`config.mk`:
```
export PLATFORM = sky130hd
export DESIGN_NAME = uart_rx_fifo_registers
export DESIGN_NICKNAME = d
export VERILOG_FILES = /design/src/hw/rtl/urf_pkg.sv /design/src/hw/rtl/uart_rx_fifo_registers.sv /design/src/hw/rtl/urf_ram.sv
export SDC_FILE = /design/constraint.sdc
export NUM_CORES = 1
export LEC_CHECK = 0
export BUFFER_PORTS_ARGS = -buffer_cell sky130_fd_sc_hd__buf_4
export CORE_MARGIN = 2
export CORE_UTILIZATION = 47
export DETAILED_ROUTE_END_ITERATION = 12
export PLACE_DENSITY = 0.64
export SYNTH_ARGS = -nofsm -noshare
export SYNTH_HDL_FRONTEND = slang
export SYNTH_SLANG_ARGS = --single-unit
```
`constraint.sdc`:
```
create_clock -name clock -period 4.5 [get_ports clock]
set_input_delay 0.45 -clock clock [delete_from_list [all_inputs] [get_ports clock]]
set_output_delay 0.45 -clock clock [all_outputs]
set_load 0.005 [all_outputs]
```
`src/hw/rtl/urf_pkg.sv`:
```
// Package with the codes and register constants of the UART receive FIFO block.
package urf_pkg;

   // Item kinds carried on req_func; the fourth code is a no-operation.
   typedef enum logic [1:0] {
      FUNC_READ    = 2'd0,
      FUNC_WRITE   = 2'd1,
      FUNC_RECEIVE = 2'd2
   } func_type;

   // Bus register offsets.
   localparam logic [7:0] OFFSET_DATA    = 8'd0;
   localparam logic [7:0] OFFSET_STATUS  = 8'd1;
   localparam logic [7:0] OFFSET_CONTROL = 8'd2;

   // Status register bits.
   localparam logic [7:0] SR_RX_READY = 8'h01;
   localparam logic [7:0] SR_TX_EMPTY = 8'h02;
   localparam logic [7:0] SR_OVERRUN  = 8'h04;

   // Control register bits.
   localparam logic [7:0] CR_RX_IE = 8'h01;
   localparam logic [7:0] CR_TX_IE = 8'h02;

endpackage

```
`src/hw/rtl/uart_rx_fifo_registers.sv`:
```
// Top level of the memory-mapped UART register block with its receive FIFO.
// The result of a beat accepted at one clock edge is on the rsp_ ports in the next cycle.
// Throughput: one beat per cycle outside reset; the state and the FIFO RAM update at the accepting edge.
// The result is shown for exactly one cycle under rsp_valid; the receiver cannot stall it.
// Reset is synchronous and active high; busy is high while reset is held.
// Reset clears the pointers, fill count, overrun flag and control register; the FIFO RAM is not cleared.
module uart_rx_fifo_registers
   import urf_pkg::*;
#(
   parameter int FIFO_DEPTH = 16
) (
   input  logic       clock,
   input  logic       reset,
   input  logic       start,
   output logic       busy,
   input  logic [1:0] req_func,
   input  logic [7:0] req_offset,
   input  logic [7:0] req_write_data,
   input  logic [7:0] req_rx_byte,
   output logic       rsp_valid,
   output logic [7:0] rsp_read_data,
   output logic       rsp_tx_valid,
   output logic [7:0] rsp_tx_byte,
   output logic       rsp_irq
);

   // Pointer width covers the slots; the fill count must also hold the depth itself.
   localparam int PTR_W = $clog2(FIFO_DEPTH);
   localparam int CNT_W = $clog2(FIFO_DEPTH + 1);
   localparam logic [PTR_W-1:0] LAST_PTR  = PTR_W'(FIFO_DEPTH - 1);
   localparam logic [CNT_W-1:0] FULL_CNT  = CNT_W'(FIFO_DEPTH);

   // Control state.
   logic [PTR_W-1:0] wr_ptr_ff, wr_ptr_in;
   logic [PTR_W-1:0] rd_ptr_ff, rd_ptr_in;
   logic [CNT_W-1:0] count_ff, count_in;
   logic             overrun_ff, overrun_in;
   logic [7:0]       control_ff, control_in;
   logic             rsp_valid_ff, rsp_valid_in;

   // Result registers.
   logic       pop_ff, pop_in;
   logic [7:0] rd_other_ff, rd_other_in;
   logic       tx_valid_ff, tx_valid_in;
   logic [7:0] tx_byte_ff, tx_byte_in;
   logic       irq_ff, irq_in;

   logic       accept;
   logic       fifo_empty;
   logic       fifo_full;
   logic       push;
   logic [7:0] ram_rd_data;

   // The block is ready in every cycle except while reset is held.
   assign busy   = reset;
   assign accept = start && !busy;

   assign fifo_empty = (count_ff == '0);
   assign fifo_full  = (count_ff == FULL_CNT);

   // The RAM always reads the oldest slot. A byte written at one edge is visible
   // to the read at the next edge, which is the earliest a pop can ask for it.
   urf_ram #(
      .WIDTH(8),
      .DEPTH(FIFO_DEPTH)
   ) u_rx_ram (
      .clock   (clock),
      .wr_en   (push),
      .wr_addr (wr_ptr_ff),
      .wr_data (req_rx_byte),
      .rd_addr (rd_ptr_ff),
      .rd_data (ram_rd_data)
   );

   // Decode of the beat and the next state of the register file.
   always_comb begin
      wr_ptr_in    = wr_ptr_ff;
      rd_ptr_in    = rd_ptr_ff;
      count_in     = count_ff;
      overrun_in   = overrun_ff;
      control_in   = control_ff;
      rsp_valid_in = accept;
      push         = 1'b0;
      pop_in       = 1'b0;
      rd_other_in  = '0;
      tx_valid_in  = 1'b0;
      tx_byte_in   = '0;

      if (accept) begin
         case (req_func)
            FUNC_READ: begin
               unique case (req_offset)
                  OFFSET_DATA: begin
                     // A read of an empty FIFO returns zero and changes nothing.
                     if (!fifo_empty) begin
                        pop_in    = 1'b1;
                        rd_ptr_in = (rd_ptr_ff == LAST_PTR) ? '0 : rd_ptr_ff + 1'b1;
                        count_in  = count_ff - 1'b1;
                     end
                  end
                  OFFSET_STATUS: begin
                     rd_other_in = SR_TX_EMPTY
                                 | (fifo_empty ? 8'h00 : SR_RX_READY)
                                 | (overrun_ff ? SR_OVERRUN : 8'h00);
                  end
                  OFFSET_CONTROL: begin
                     rd_other_in = control_ff;
                  end
                  default: begin
                  end
               endcase
            end
            FUNC_WRITE: begin
               unique case (req_offset)
                  OFFSET_DATA: begin
                     tx_valid_in = 1'b1;
                     tx_byte_in  = req_write_data;
                  end
                  OFFSET_STATUS: begin
                     // Any write of the status register clears the overrun flag.
                     overrun_in = 1'b0;
                  end
                  OFFSET_CONTROL: begin
                     control_in = req_write_data;
                  end
                  default: begin
                  end
               endcase
            end
            FUNC_RECEIVE: begin
               // A byte arriving at a full FIFO is dropped and flags an overrun.
               if (fifo_full) begin
                  overrun_in = 1'b1;
               end else begin
                  push      = 1'b1;
                  wr_ptr_in = (wr_ptr_ff == LAST_PTR) ? '0 : wr_ptr_ff + 1'b1;
                  count_in  = count_ff + 1'b1;
               end
            end
            default: begin
            end
         endcase
      end

      // Interrupt level as it stands after this beat.
      irq_in = (((control_in & CR_RX_IE) != 8'h00) && (count_in != '0))
             || ((control_in & CR_TX_IE) != 8'h00);
   end

   always_ff @(posedge clock) begin
      if (reset) begin
         wr_ptr_ff    <= '0;
         rd_ptr_ff    <= '0;
         count_ff     <= '0;
         overrun_ff   <= 1'b0;
         control_ff   <= '0;
         rsp_valid_ff <= 1'b0;
      end else begin
         wr_ptr_ff    <= wr_ptr_in;
         rd_ptr_ff    <= rd_ptr_in;
         count_ff     <= count_in;
         overrun_ff   <= overrun_in;
         control_ff   <= control_in;
         rsp_valid_ff <= rsp_valid_in;
      end
   end

   // Result payload needs no reset: it is only looked at under rsp_valid.
   always_ff @(posedge clock) begin
      pop_ff      <= pop_in;
      rd_other_ff <= rd_other_in;
      tx_valid_ff <= tx_valid_in;
      tx_byte_ff  <= tx_byte_in;
      irq_ff      <= irq_in;
   end

   // A popped byte comes straight from the registered RAM output.
   assign rsp_valid     = rsp_valid_ff;
   assign rsp_read_data = pop_ff ? ram_rd_data : rd_other_ff;
   assign rsp_tx_valid  = tx_valid_ff;
   assign rsp_tx_byte   = tx_byte_ff;
   assign rsp_irq       = irq_ff;

endmodule

```
`src/hw/rtl/urf_ram.sv`:
```
// Generic single-port-write, single-port-read RAM with a registered read.
module urf_ram #(
   parameter int WIDTH = 8,
   parameter int DEPTH = 16
) (
   input  logic                     clock,
   input  logic                     wr_en,
   input  logic [$clog2(DEPTH)-1:0] wr_addr,
   input  logic [WIDTH-1:0]         wr_data,
   input  logic [$clog2(DEPTH)-1:0] rd_addr,
   output logic [WIDTH-1:0]         rd_data
);

   logic [WIDTH-1:0] mem [DEPTH];
   logic [WIDTH-1:0] rd_data_ff;

   always_ff @(posedge clock) begin
      if (wr_en) begin
         mem[wr_addr] <= wr_data;
      end
      rd_data_ff <= mem[rd_addr];
   end

   assign rd_data = rd_data_ff;

endmodule

```
* Yosys cells after proc, flatten, opt, wreduce, memory -nomap -nowiden
Memory sizes are Yosys's and may differ from the RTL's. A register that Yosys moved wholly into a read port is not among the register bits.
Cells that the tools add are included.
Widths: inputs -> output; s select.
** Operators by class
- Add/sub/neg operators :: 4
- Multiply operators :: 0
- Divide/modulo/power cells :: 0
- Magnitude comparators :: 0
- Equality and inequality tests :: 9
- Shift-type cells :: 0
- Muxes and demuxes :: 24
- Bitwise operators :: 3
- Reduce and logical (&&, ||, !) cells :: 17
** Operators by type and width (number)
- $mux 5 :: 4
- $pmux 8 s2 :: 1
- $reduce_and 3->1 :: 4
- $mux 1 :: 10
- $pmux 5 s2 :: 1
- $add 4x1->4 const B :: 2
- $eq 4x4->1 const B :: 2
- $eq 8x1->1 const B :: 1
- $eq 8x2->1 const B :: 1
- $logic_not 8->1 :: 1
- $mux 4 :: 2
- $mux 8 :: 1
- $reduce_and 4->1 :: 2
- $mux 2 :: 3
- $add 5x1->5 const B :: 1
- $eq 5x5->1 const B :: 1
- $logic_not 5->1 :: 1
- $reduce_bool 5->1 :: 1
- $sub 5x1->5 const B :: 1
- $reduce_and 2->1 :: 2
- $mux 3 :: 1
- $or 2x3->3 :: 1
- $eq 2x1->1 const B :: 1
- $eq 2x2->1 const B :: 1
- other kinds (9) :: 11
** Storage, ports and cells
- Flip-flop bits (word level) :: 42
- Bits in latches :: 0
- RAM bits :: 128
- ROM bits :: 0
- Bits of input ports :: 29
- Output and inout port bits :: 20
- Memories :: 1
** Memory list
- u_rx_ram.mem :: words 16, bits a word 8, rd ports 1, clocked after memory_dff 1, write ports 1, line urf_ram.sv:14 : logic [WIDTH-1:0] mem [DEPTH];

* Depth between registers and ports, before layout
Gate-level depths: netlist of run 1.
- Depth after elaboration :: 8
- Depth in mapped cells :: 9

* Cells and area by module
From an unflattened synthesis of run 1, not the netlist that was laid out.
** Second synthesis, totals
- Cells, all modules :: 426
- Area, all modules :: 7046.8 um2
** Modules (own cells, without submodules)
- urf_ram :: times used 1, cells each 229, area each 5147.4 um2, seq. area each 4003.8 um2
- uart_rx_fifo_registers :: times used 1, cells each 197, area each 1899.3 um2, seq. area each 840.8 um2

* Worst setup path before layout of run 1
OpenSTA, ideal clock, no wires.
- Kind :: input to register
- Start :: input reset
- End :: memory u_rx_ram.mem[3][0], enable pin
- Library setup time :: 0.383 ns
- Arrival time :: 2.030 ns
- Data required time :: 4.117 ns
- Slack :: 2.086 ns
- Stages :: 6
- Path buffers :: 2
- Cell sequence :: buf_6 -> nor3b_1 -> and3_1 -> buf_2 -> nand2_1 -> nor3_1
** On the way
- Word-level cells in the longest chain between the ends :: 5
** Ends and longest elaborated chain
- from (decl) :: line uart_rx_fifo_registers.sv:13 : input logic reset,
- $logic_not 1->1 :: line uart_rx_fifo_registers.sv:56 : assign accept = start && !busy;
- $logic_and 1x1->1 :: line uart_rx_fifo_registers.sv:56
- $mux 1 :: line uart_rx_fifo_registers.sv:89 : if (accept) begin
- $mux 1 :: line urf_ram.sv:18 : if (wr_en) begin
- $mux 1 (implied by the code) :: line urf_ram.sv:19 : mem[wr_addr] <= wr_data;
- to (decl) :: line urf_ram.sv:14
Every way passes these cells.

* Final worst setup path of run 1
- Start :: register count_ff[0]
- End :: memory u_rx_ram.mem[1][6], enable pin
** On the way
- Word-level cells in the longest chain between the ends :: 6
** Ends and longest elaborated chain
- from (decl) :: line uart_rx_fifo_registers.sv:36 : logic [CNT_W-1:0] count_ff, count_in;
- from (signal assigned) :: line uart_rx_fifo_registers.sv:161 : count_ff <= count_in;
- $eq 5x5->1 :: line uart_rx_fifo_registers.sv:59 : assign fifo_full = (count_ff == FULL_CNT);
- $mux 1 :: line uart_rx_fifo_registers.sv:132 : if (fifo_full) begin
- $mux 1 :: line uart_rx_fifo_registers.sv:90 : case (req_func)
- $mux 1 :: line uart_rx_fifo_registers.sv:89
- $mux 1 :: line urf_ram.sv:18
- $mux 1 (implied by the code) :: line urf_ram.sv:19
Every way passes these cells.

==> results.md, run 1 <==
- Outcome: completed
- Mapped Area: 7005 sq um
- Minimum clock period: 2.864 ns
- Worst hold stages: 2
- Share of cells above drive strength 1: 28.96%
- Final GP Congestion: 0.8295
- Routed WL: 13860 um
- WP data required: 4.53 ns
- Area contributors post-synth: edfxtp_1 55%, dfxtp_1 14%, mux4_2 13%, nor2_1 1.8%, mux2i_1 1.7%
- Starting DRT DRC Count: 317
- Synth unique cells: 46
- CTS tree: done
- Clk sinks: 178
- Input/output buffers: 48
- DP Worst Slack: 1.297 ns
- Hold WC Path Type: input pin to register
- First-pass GRT wire length: 21760 um
- Post-Synth Simple-Gate Area: 8.698%
- Remaining Overflow, GRT: 0
- Wire length per cell: 21.09 um
- Clock tree root buffer cell: clkbuf_16
- Reg2Reg Depth: 6
- LEAKAGE: 2.697 nW
- Power per standard cell area: 406.8 nW/um^2
- # diodes: 0
- Vias in the first global route: 3715
- Final Slew Violations: 0
- YS warnings: 0
- Post-DP HPWL: 9288 um
- Synth cell count leaders: 128 x edfxtp_1, 50 x dfxtp_1, 40 x mux4_2, 33 x nor2_1, 17 x nand2_1
- Final Power: 3.289 mW
- Peak supply drop: 0.3137 mV
- Critical path type: register to register
- Via count: 3648
- Slew margin rel.: 18.27%
- Post-synthesis mux area share: 15.86%
- RSZ-0062 raised after global routing: no
- Filler Cell Count: 1139
- Syn Nets: 452
- Register area share after synthesis: 69.16%
- Combinational family with the most area after synthesis: multiplexers
- Final setup viols: 0
- Placeable Area: 14530 sq um
- Most frequent cell after synthesis: edfxtp_1
- F_max: 349.1 MHz
- Synth area leader: edfxtp_1
- Async set-or-reset flop fraction in the synthesized netlist: 0%
- Largest fanout on the critical path: 9
- Compound-cell area share of the yosys netlist: 2.465%
- Die Area: 15900 sq um
- Clock transition at path regs: 0.07 ns
- Top_reg_cell synth: edfxtp_1
- Setup_tns: 0 ns
- Layout area overhead: 15.40%
- Arrival @ worst endpoint: 2.90 ns
- Share of the synthesized area in the top cell type: 54.87%
- Mapped Cells: 416
- Max-cap violations: 0
- CTS resizes: 0
- Post-synth EDFFs: 128
- DRC viols: 0
- Synth Area in Adders: 1.250%
- Mapped Avg Cell Area: 16.84 sq um
- FF+latch count, synth: 178
- Clock latency on the worst-skew pair: 0.42 ns
- Site row count: 44
- Chip Width: 126.1 um
- H-tree levels: 4
- Setup WS post-layout: 1.636 ns
- Antenna-violating nets left: 0
- Clock buffer count from CTS: 17
- All-layer global routing usage: 18.67%
- Startpoint types: register
- Clock buffer depth: 2
- Ports: 49
- Fin crit share: 63.65%
- Measured slew at the worst slew-check pin: 1.209 ns
- Initial core utilization: 48.20%
- Skew final: 0.006522 ns
- CP endpoint kind: register
- Die H: 126.1 um
- NumNets Final: 496
- Via/cell ratio: 5.553
- Hold-fix buffers, CTS: 0
- Largest net degree at the start of global routing: 28
- DR pass1 iterations: 4
- Synth Area in XOR/XNOR: 0.3751%
- Final Hold Viols: 0
- Initial antenna violation count: 0
- Postcts setup bufs: 0
-- placed cells by master, fill, tap and decap left out, types with 2 or more instances in the layout --
cell,netlist,final
dfxtp_1,50,49
clkbuf_16,0,18
nor4_1,2,2
nand4_1,2,2
xor2_1,2,2
nor2b_1,6,6
inv_6,0,4
mux4_2,40,40
clkbuf_8,0,2
clkinv_4,0,4
nor2_1,33,33
a21oi_1,9,9
o21ai_0,4,4
inv_4,0,2
a31oi_1,3,3
nor4b_1,2,2
ha_1,7,7
nor4_4,2,2
buf_4,1,51
inv_1,6,6
mux2_2,8,8
o31ai_1,4,4
or3_1,2,2
nor3b_1,3,3
a211oi_1,2,2
mux2i_1,12,12
nor3_1,5,5
and2_1,7,7
nand3_1,4,4
and3_1,12,12
nand2b_1,4,4
nand2_1,17,17
edfxtp_1,128,128
-- layer usage --
metal | track usage (%) | share of wire, %
met1 | 26.62 | 46
met2 | 27.80 | 47
met3 | 5.140 | 5.7
met4 | 6.852 | 1.5
met5 | 0 | 0
-- area by class of cell --
| class | count | area [sq um] | share of cell area [%] |
|---|---|---|---|
| sequential | 178 | 4846 | 59.94 |
| multi-input combinational | 206 | 2007 | 24.83 |
| clock buffer | 20 | 478.0 | 5.912 |
| timing repair buffer | 51 | 382.9 | 4.736 |
| tap | 184 | 230.2 | 2.848 |
| clock inverter | 12 | 117.6 | 1.455 |
| inverter | 6 | 22.52 | 0.2786 |
-- worst paths after layout --
path,startpoint,to,slack (ns)
min,req_write_data[4],rsp_tx_byte[4],0.26
max,count_ff[0],u_rx_ram.mem[1][6],1.64
max reg2reg,count_ff[0],u_rx_ram.mem[1][6],1.64
min reg2reg,control_ff[7],rd_other_ff[7],0.48
-- power breakdown --
group,switching (mW),internal (mW),total (mW)
Sequential,0.00237,1.76,1.76
Clock,0.620,0.835,1.46
Combinational,0.0458,0.0277,0.0735
Total,0.668,2.62,3.29
-- critical path, cell delays in order, from the launching register on --
cell and delay (ns):
dfxtp_1 0.42, inv_1 0.07, ha_1 0.25, nand4bb_1 0.17, and3_1 0.39, nand2_1 0.21, nor3_1 0.96
-- flip-flops by register name (all words and copies together) (netlist names) --
| register | count |
|---|---|
| rsp_valid | 1 |
| u_rx_ram.rd_data | 8 |
| wr_ptr_ff | 4 |
| rsp_irq | 1 |
| rsp_tx_byte | 8 |
| rd_other_ff | 8 |
| pop_ff | 1 |
| count_ff | 5 |
| rsp_tx_valid | 1 |
| rd_ptr_ff | 4 |
| u_rx_ram.mem | 128 |
| control_ff | 8 |
| overrun_ff | 1 |
-- per-stage QoR --
stage | instances | util [%] | hold slack [ns] | area, sq um
3_3_place_gp | 625 | 51.52 | 0.4592 | 7488
5_1_grt | 657 | 55.62 | 0.2370 | 8084
2_1_floorplan | 416 | - | 0.4291 | 7005
6_report | 657 | 55.62 | 0.2616 | 8084
3_5_place_dp | 625 | 51.52 | 0.4659 | 7488
4_1_cts | 657 | 55.62 | 0.2453 | 8084
-- cell families (layout without fill, tap and decap cells) --
| logic type | count (synthesis) | in the layout |
|---|---|---|
| DFF | 178 | 178 |
| AOI/OAI and AO/OA | 27 | 27 |
| xor gates and xnor gates | 3 | 3 |
| adders and majority gates | 7 | 7 |
| and+or+nand+nor | 109 | 109 |
| muxes | 60 | 60 |
| buffers and inverters | 32 | 89 |
Power figures use the tool's default switching activity.
==> run 2: changes to the inputs <==
--- a/config.mk
+++ b/config.mk
@@ -5,11 +5,12 @@
 export SDC_FILE = /design/constraint.sdc
 export NUM_CORES = 1
 export LEC_CHECK = 0
+export ABC_AREA = 1
 export BUFFER_PORTS_ARGS = -buffer_cell sky130_fd_sc_hd__buf_4
 export CORE_MARGIN = 2
 export CORE_UTILIZATION = 47
 export DETAILED_ROUTE_END_ITERATION = 12
-export PLACE_DENSITY = 0.64
+export PLACE_DENSITY = 0.66
 export SYNTH_ARGS = -nofsm -noshare
 export SYNTH_HDL_FRONTEND = slang
 export SYNTH_SLANG_ARGS = --single-unit
==> constraint.sdc (replaced) <==
create_clock -name clock -period 2.5 [get_ports clock]
set_input_delay 0.25 -clock clock [delete_from_list [all_inputs] [get_ports clock]]
set_output_delay 0.25 -clock clock [all_outputs]
set_load 0.005 [all_outputs]
==> run 2 against run 1 <==
Effect of this change:
- combinational power increased by 130%
- first-iteration DRC count increased by 76%
- count of clock-buffer cells in the layout decreased by 1
- critical path depth increased by 1
- die area increased by 3.4%
- largest power group unchanged
- final cell count increased by 36%
==> results.md, run 2 <==
- Clock transition at path regs: 0.06 ns (was 0.07 ns)
- Clock tree root buffer cell: clkbuf_16 (unchanged)
- Reg2Reg Depth: 7 (was 6)
- Ports: 49 (unchanged)
- Critical path type: register to register (unchanged)
- Chip Width: 128.2 um (was 126.1 um)
- LEAKAGE: 3.030 nW (was 2.697 nW)
- Vias in the first global route: 4699 (was 3715)
- CP endpoint kind: register (unchanged)
- Startpoint types: register (unchanged)
- Final Hold Viols: 0 (unchanged)
- Most frequent cells in the layout: 128 x edfxtp_1, 118 x nor2_1, 78 x nand2_1 (was 128 x edfxtp_1, 51 x buf_4, 49 x dfxtp_1)
- Die H: 128.2 um (was 126.1 um)
- Fin util: 55.77% (was 55.62%)
- Clock latency on the worst-skew pair: 0.43 ns (was 0.42 ns)
- Clk pwr share: 44.4% (was 44.3%)
- Synth cell count leaders: 128 x edfxtp_1, 118 x nor2_1, 78 x nand2_1, 50 x dfxtp_1, 33 x inv_1 (was 128 x edfxtp_1, 50 x dfxtp_1, 40 x mux4_2, 33 x nor2_1, 17 x nand2_1)
- Share of cells above drive strength 1: 19.60% (was 28.96%)
- Mapped Cells: 632 (was 416)
- Combinational share of power: 2.8% (was 2.2%)
- Antenna-violating nets left: 0 (unchanged)
- Most flops, register: u_rx_ram.mem (unchanged)
- Synth area leader: edfxtp_1 (unchanged)
- Area contributors post-synth: edfxtp_1 53%, dfxtp_1 14%, nor2_1 6.1%, nand2_1 4.0%, o32ai_1 2.3% (was edfxtp_1 55%, dfxtp_1 14%, mux4_2 13%, nor2_1 1.8%, mux2i_1 1.7%)
- Post-synth EDFFs: 128 (unchanged)
- Hold-fix buffers, CTS: 0 (unchanged)
- Async set-or-reset flop fraction in the synthesized netlist: 0% (unchanged)
- Largest fanout on the critical path: 8 (was 9)
- Sw frac: 20.29% (was 20.33%)
- NumNets Final: 727 (was 496)
- Measured slew at the worst slew-check pin: 0.7212 ns (was 1.209 ns)
- CTS tree: done (unchanged)
- Most common cell after layout, fill and taps aside: edfxtp_1 (unchanged)
- Synth unique cells: 42 (was 46)
- Initial core utilization: 47.88% (was 48.20%)
- Final Slew Violations: 0 (unchanged)
- P_sw: 1.221 mW (was 668.4 uW)
- Clk sinks: 178 (unchanged)
- Arrival @ worst endpoint: 2.27 ns (was 2.90 ns)
- Post-DP HPWL: 10490 um (was 9288 um)
- Register area share after synthesis: 66.80% (was 69.16%)
- Hold EP: rsp_tx_byte[2] (was rsp_tx_byte[4])
- Outcome: completed (unchanged)
- Filler Cell Count: 1214 (was 1139)
- All-layer global routing usage: 20.81% (was 18.67%)
- Flop2flop setup slack: 0.29 ns (was 1.64 ns)
- Site row count: 45 (was 44)
- Reg-to-reg critical path startpoint: count_ff[0] (unchanged)
- Skew final: 0.007706 ns (was 0.006522 ns)
- Largest net degree at the start of global routing: 48 (was 28)
- Power per standard cell area: 712.6 nW/um^2 (was 406.8 nW/um^2)
- Via count: 4861 (was 3648)
- H-tree levels: 4 (unchanged)
- Via/cell ratio: 5.450 (was 5.553)
- Syn Nets: 668 (was 452)
- # diodes: 0 (unchanged)
- Peak supply drop: 0.4719 mV (was 0.3137 mV)
- Remaining Overflow, GRT: 0 (unchanged)
- RSZ-0062 raised after global routing: no (unchanged)
- YS warnings: 0 (unchanged)
- Hold WC Path Type: input pin to register (unchanged)
- FF+latch count, synth: 178 (unchanged)
- Mapped Avg Cell Area: 11.47 sq um (was 16.84 sq um)
- DRC viols: 0 (unchanged)
- Fin crit share: 88.22% (was 63.65%)
- Max FFs per register: 128 (unchanged)
- Wire length per cell: 17.94 um (was 21.09 um)
- Share of the synthesized area in the top cell type: 53.00% (was 54.87%)
- Placeable Area: 15150 sq um (was 14530 sq um)
- Final GP Congestion: 0.8968 (was 0.8295)
- Clock buffer depth: 2 (unchanged)
- Input/output buffers: 48 (unchanged)
- Internal power: 4.798 mW (was 2.620 mW)
- Worst hold stages: 3 (was 2)
- CTS resizes: 0 (unchanged)
- Final Power: 6.020 mW (was 3.289 mW)
- Setup_tns: 0 ns (unchanged)
- DR pass1 iterations: 5 (was 4)
- Slew margin rel.: 51.85% (was 18.27%)
- First-pass GRT wire length: 25490 um (was 21760 um)
- Starting DRT DRC Count: 558 (was 317)
- Reg2Reg Capture Point: u_rx_ram.mem[13][7] (was u_rx_ram.mem[1][6])
- Mapped Area: 7252 sq um (was 7005 sq um)
- WP data required: 2.56 ns (was 4.53 ns)
- Routed WL: 16000 um (was 13860 um)
- Clock buffer count from CTS: 17 (unchanged)
- Max-cap violations: 0 (unchanged)
- Min-delay src: req_write_data[2] (was req_write_data[4])
- Final setup viols: 0 (unchanged)
- Die Area: 16440 sq um (was 15900 sq um)
- Minimum clock period: 2.206 ns (was 2.864 ns)
- Top_reg_cell synth: edfxtp_1 (unchanged)
- Most frequent cell after synthesis: edfxtp_1 (unchanged)
- Reg power frac: 52.7% (was 53.5%)
- Layout area overhead: 16.48% (was 15.40%)
- F_max: 453.4 MHz (was 349.1 MHz)
- Initial antenna violation count: 0 (unchanged)
- Postcts setup bufs: 0 (unchanged)
-- run 2: critical path: stages, from the launching register on --
cell     delay [ns]
dfxtp_1        0.39
inv_1          0.09
ha_1           0.26
nand3_2        0.13
nand2_2        0.09
nor2_4         0.18
nand2_1        0.15
nor2_1         0.55
-- run 2: cell type report --
class | count | area [sq um] | share of cell area [%]
tap | 188 | 235.2 | 2.785
timing repair buffer | 69 | 518.0 | 6.132
clock inverter | 13 | 157.7 | 1.866
clock buffer | 19 | 432.9 | 5.125
multi-input combinational | 381 | 2091 | 24.75
sequential | 178 | 4847 | 57.38
inverter | 44 | 165.2 | 1.955
-- run 2: metal layers --
metal	track usage [%]	vias to the layer above	part of all wire [%]	wire length (um)
li1	-	2342	-	-
met1	28.46	2329	43	6947
met2	33.04	166	49	7849
met3	4.925	24	5.8	922
met4	6.658	0	1.8	280
met5	0	-	0	0
-- run 2: power groups by stage --
stage / combinational (mW) / clock (mW) / sequential (mW)
global route: 0.190 / 2.84 / 3.17
global placement: 0.167 / 0 / 3.24
floorplan: 0.0770 / 0 / 3.24
CTS: 0.173 / 2.71 / 3.17
detailed placement: 0.172 / 0 / 3.24
finish: 0.170 / 2.68 / 3.17
-- run 2: per-stage QoR --
step           instance area [sq um]  worst slack [ns]  hold WS [ns]  std cells
3_3_place_gp                    7856            0.4405        0.4362        860
6_report                        8447            0.2944       0.05835        892
5_1_grt                         8447            0.1554       0.06459        892
2_1_floorplan                   7252            0.6162        0.3489        632
4_1_cts                         8447            0.3368       0.04188        892
3_5_place_dp                    7856            0.3559        0.4364        860
-- run 2: kinds of logic after synthesis --
logic type,count (synthesis),share of synthesized area (%)
compound gates,105,9.386
xor+xnor,3,0.3624
fa+ha+maj,7,1.208
buf+inv,73,4.365
flops,178,66.80
mux,21,3.037
simple gates,245,14.84
-- run 2: how the worst max path moves through the flow --
stage / from / to
finish: count_ff[0] / u_rx_ram.mem[13][7]
global route: count_ff[0] / u_rx_ram.mem[13][7]
CTS: count_ff[0] / u_rx_ram.mem[13][7]
detailed placement: count_ff[0] / u_rx_ram.mem[13][3]
global placement: count_ff[0] / u_rx_ram.mem[13][4]
floorplan: count_ff[0] / u_rx_ram.mem[15][0]
==> run 3: changes to the inputs <==
--- a/config.mk
+++ b/config.mk
@@ -8,9 +8,9 @@
 export ABC_AREA = 1
 export BUFFER_PORTS_ARGS = -buffer_cell sky130_fd_sc_hd__buf_4
 export CORE_MARGIN = 2
-export CORE_UTILIZATION = 47
+export CORE_UTILIZATION = 33
 export DETAILED_ROUTE_END_ITERATION = 12
-export PLACE_DENSITY = 0.66
+export PLACE_DENSITY = 0.49
 export SYNTH_ARGS = -nofsm -noshare
 export SYNTH_HDL_FRONTEND = slang
 export SYNTH_SLANG_ARGS = --single-unit
==> run 3 against run 2 <==
Effect of this change:
- worst setup slack gained 0.16 ns
- sequential share of layout area shrank 1.0 points
- power grew 1.7%
- flip-flop and latch count is the same
- fmax grew 7.7%
- final cell count grew 10%
- critical path depth grew 1
- via count shrank 1.7%
- sequential power is essentially flat
- clock skew grew 0.0011 ns
- critical path type unchanged
- critical endpoint is now u_rx_ram.mem[8][4]
- largest cell class unchanged
==> results.md, run 3 (synthesis results as in run 2) <==
- Outcome: completed (unchanged)
- Die H: 152.2 um (was 128.2 um)
- Routed WL: 16470 um (was 16000 um)
- H-tree levels: 4 (unchanged)
- Most frequent cells in the layout: 128 x edfxtp_1, 118 x nor2_1, 78 x nand2_1 (unchanged)
- NumNets Final: 726 (was 727)
- Die Area: 23180 sq um (was 16440 sq um)
- Wire length per cell: 16.75 um (was 17.94 um)
- Initial antenna violation count: 0 (unchanged)
- All-layer global routing usage: 14.52% (was 20.81%)
- Reg power frac: 51.8% (was 52.7%)
- Final Hold Viols: 0 (unchanged)
- Placeable Area: 21690 sq um (was 15150 sq um)
- Area taken by multi-input logic gates: 2091 sq um (unchanged)
- Site row count: 54 (was 45)
- Skew final: 0.008787 ns (was 0.007706 ns)
- Vias in the first global route: 4822 (was 4699)
- Setup_tns: 0 ns (unchanged)
- Hold WC Path Type: input pin to register (unchanged)
- Critical Path Max Stage Delay: 0.40 ns (was 0.55 ns)
- Post-DP HPWL: 11410 um (was 10490 um)
- DRC viols: 0 (unchanged)
- Final GP Congestion: 0.8979 (was 0.8968)
- Critical path type: register to register (unchanged)
- Hold-fix buffers, CTS: 0 (unchanged)
- Final Power: 6.121 mW (was 6.020 mW)
- Share of cells above drive strength 1: 20.20% (was 19.60%)
- CP max-delay cell: dfxtp_1 (was nor2_1)
- Peak supply drop: 0.4371 mV (was 0.4719 mV)
- Ports: 49 (unchanged)
- Fin area: 8600 sq um (was 8447 sq um)
- Max-cap violations: 0 (unchanged)
- Measured slew at the worst slew-check pin: 0.8035 ns (was 0.7212 ns)
- Clock buffer count from CTS: 17 (unchanged)
- Final setup viols: 0 (unchanged)
- Fin crit share: 81.91% (was 88.22%)
- Remaining Overflow, GRT: 0 (unchanged)
- Startpoint types: register (unchanged)
- Via count: 4776 (was 4861)
- WP data required: 2.64 ns (was 2.56 ns)
- Clock buffer depth: 2 (unchanged)
- RSZ-0062 raised after global routing: no (unchanged)
- F_max: 488.3 MHz (was 453.4 MHz)
- Combinational share of power: 2.8% (about the same)
- Input/output buffers: 48 (unchanged)
- Filler Cell Count: 2052 (was 1214)
- P_sw: 1.289 mW (was 1.221 mW)
- First-pass GRT wire length: 26000 um (was 25490 um)
- Arrival @ worst endpoint: 2.19 ns (was 2.27 ns)
- CTS tree: done (unchanged)
- Chip Width: 152.2 um (was 128.2 um)
- Initial core utilization: 33.44% (was 47.88%)
- Clk sinks: 178 (unchanged)
- Postcts setup bufs: 0 (unchanged)
- Slew margin rel.: 46.43% (was 51.85%)
- Sw frac: 21.06% (was 20.29%)
- Largest net degree at the start of global routing: 68 (was 48)
- Via/cell ratio: 4.859 (was 5.450)
- Clock latency on the worst-skew pair: 0.43 ns (about the same)
- # diodes: 0 (unchanged)
- Clock tree root buffer cell: clkbuf_16 (unchanged)
- Starting DRT DRC Count: 368 (was 558)
- Most common cell after layout, fill and taps aside: edfxtp_1 (unchanged)
- Clock transition at path regs: 0.07 ns (was 0.06 ns)
- Layout area overhead: 18.58% (was 16.48%)
- LEAKAGE: 3.051 nW (was 3.030 nW)
- Power per standard cell area: 711.7 nW/um^2 (was 712.6 nW/um^2)
- Final hold slack: 0.04844 ns (was 0.05835 ns)
- Register Area: 4847 sq um (unchanged)
- Largest fanout on the critical path: 7 (was 8)
- Final Slew Violations: 0 (unchanged)
- Most flops, register: u_rx_ram.mem (unchanged)
- CP cell instances: inv_1, ha_1, nand3_2, nand2_2, nor2_4, nand2_1, nor2_1, buf_4 (was inv_1, ha_1, nand3_2, nand2_2, nor2_4, nand2_1, nor2_1)
- Placed Area: 7976 sq um (was 7856 sq um)
- Internal power: 4.832 mW (was 4.798 mW)
- CTS resizes: 0 (unchanged)
- Minimum clock period: 2.048 ns (was 2.206 ns)
- Antenna-violating nets left: 0 (unchanged)
- Fin util: 39.65% (was 55.77%)
- CP endpoint kind: register (unchanged)
- Clk pwr share: 45.4% (was 44.4%)
- DR pass1 iterations: 5 (unchanged)
- Max FFs per register: 128 (unchanged)
==> run 3: cell types whose count changed in the layout (fill, tap and decap cells not counted), sizes merged <==
cell / delta
clkbuf: -2
buf: -1
clkinv: -1
inv: +4
clkinvlp: -1
==> run 3: metal layers <==
metal	share of wire (%)	global-route usage (%)	up-vias
met3	3.5	3.214	19
met2	50	24.52	70
met1	45	18.75	2348
met4	1.3	4.317	0
li1	-	-	2339
met5	0	0	-
==> run 3: per-stage QoR <==
stage / setup slack, ns / std cells
5_1_grt: 0.2820 / 983
2_1_floorplan: 0.6162 / 632
6_report: 0.4523 / 983
3_3_place_gp: 0.5287 / 951
4_1_cts: 0.4544 / 983
3_5_place_dp: 0.4715 / 951
==> run 3: layout make-up <==
class,instances,share of cell area (%)
multi-input combinational,381,24.31
timing repair buffer,68,6.082
clock buffer,17,4.947
sequential,178,56.37
inverter,44,1.921
tap,280,4.074
clock inverter,15,2.299
==> run 3: final timing paths <==
| path | startpoint | end | slack (ns) | cells after the start |
|---|---|---|---|---|
| min | req_write_data[0] | rsp_tx_byte[0] | 0.05 | 3 |
| max reg2reg | count_ff[0] | u_rx_ram.mem[8][4] | 0.45 | 8 |
| min reg2reg | control_ff[7] | rd_other_ff[7] | 0.45 | 2 |
| max | count_ff[0] | u_rx_ram.mem[8][4] | 0.45 | 8 |
==> run 3: power by group through the flow <==
stage	clock network (mW)	logic [mW]	registers, mW
after global routing	2.94	0.192	3.17
after floorplan	0	0.0770	3.24
after global placement	0	0.175	3.24
after detailed placement	0	0.175	3.24
after CTS	2.85	0.176	3.17
final	2.78	0.171	3.17
==> run 3: critical path, delay by kind of cell (launching register included) <==
| kind | cells | cell delay (ns) |
|---|---|---|
| buf+inv | 2 | 0.31 |
| simple gates | 5 | 0.79 |
| fa+ha+maj | 1 | 0.26 |
| flops | 1 | 0.40 |
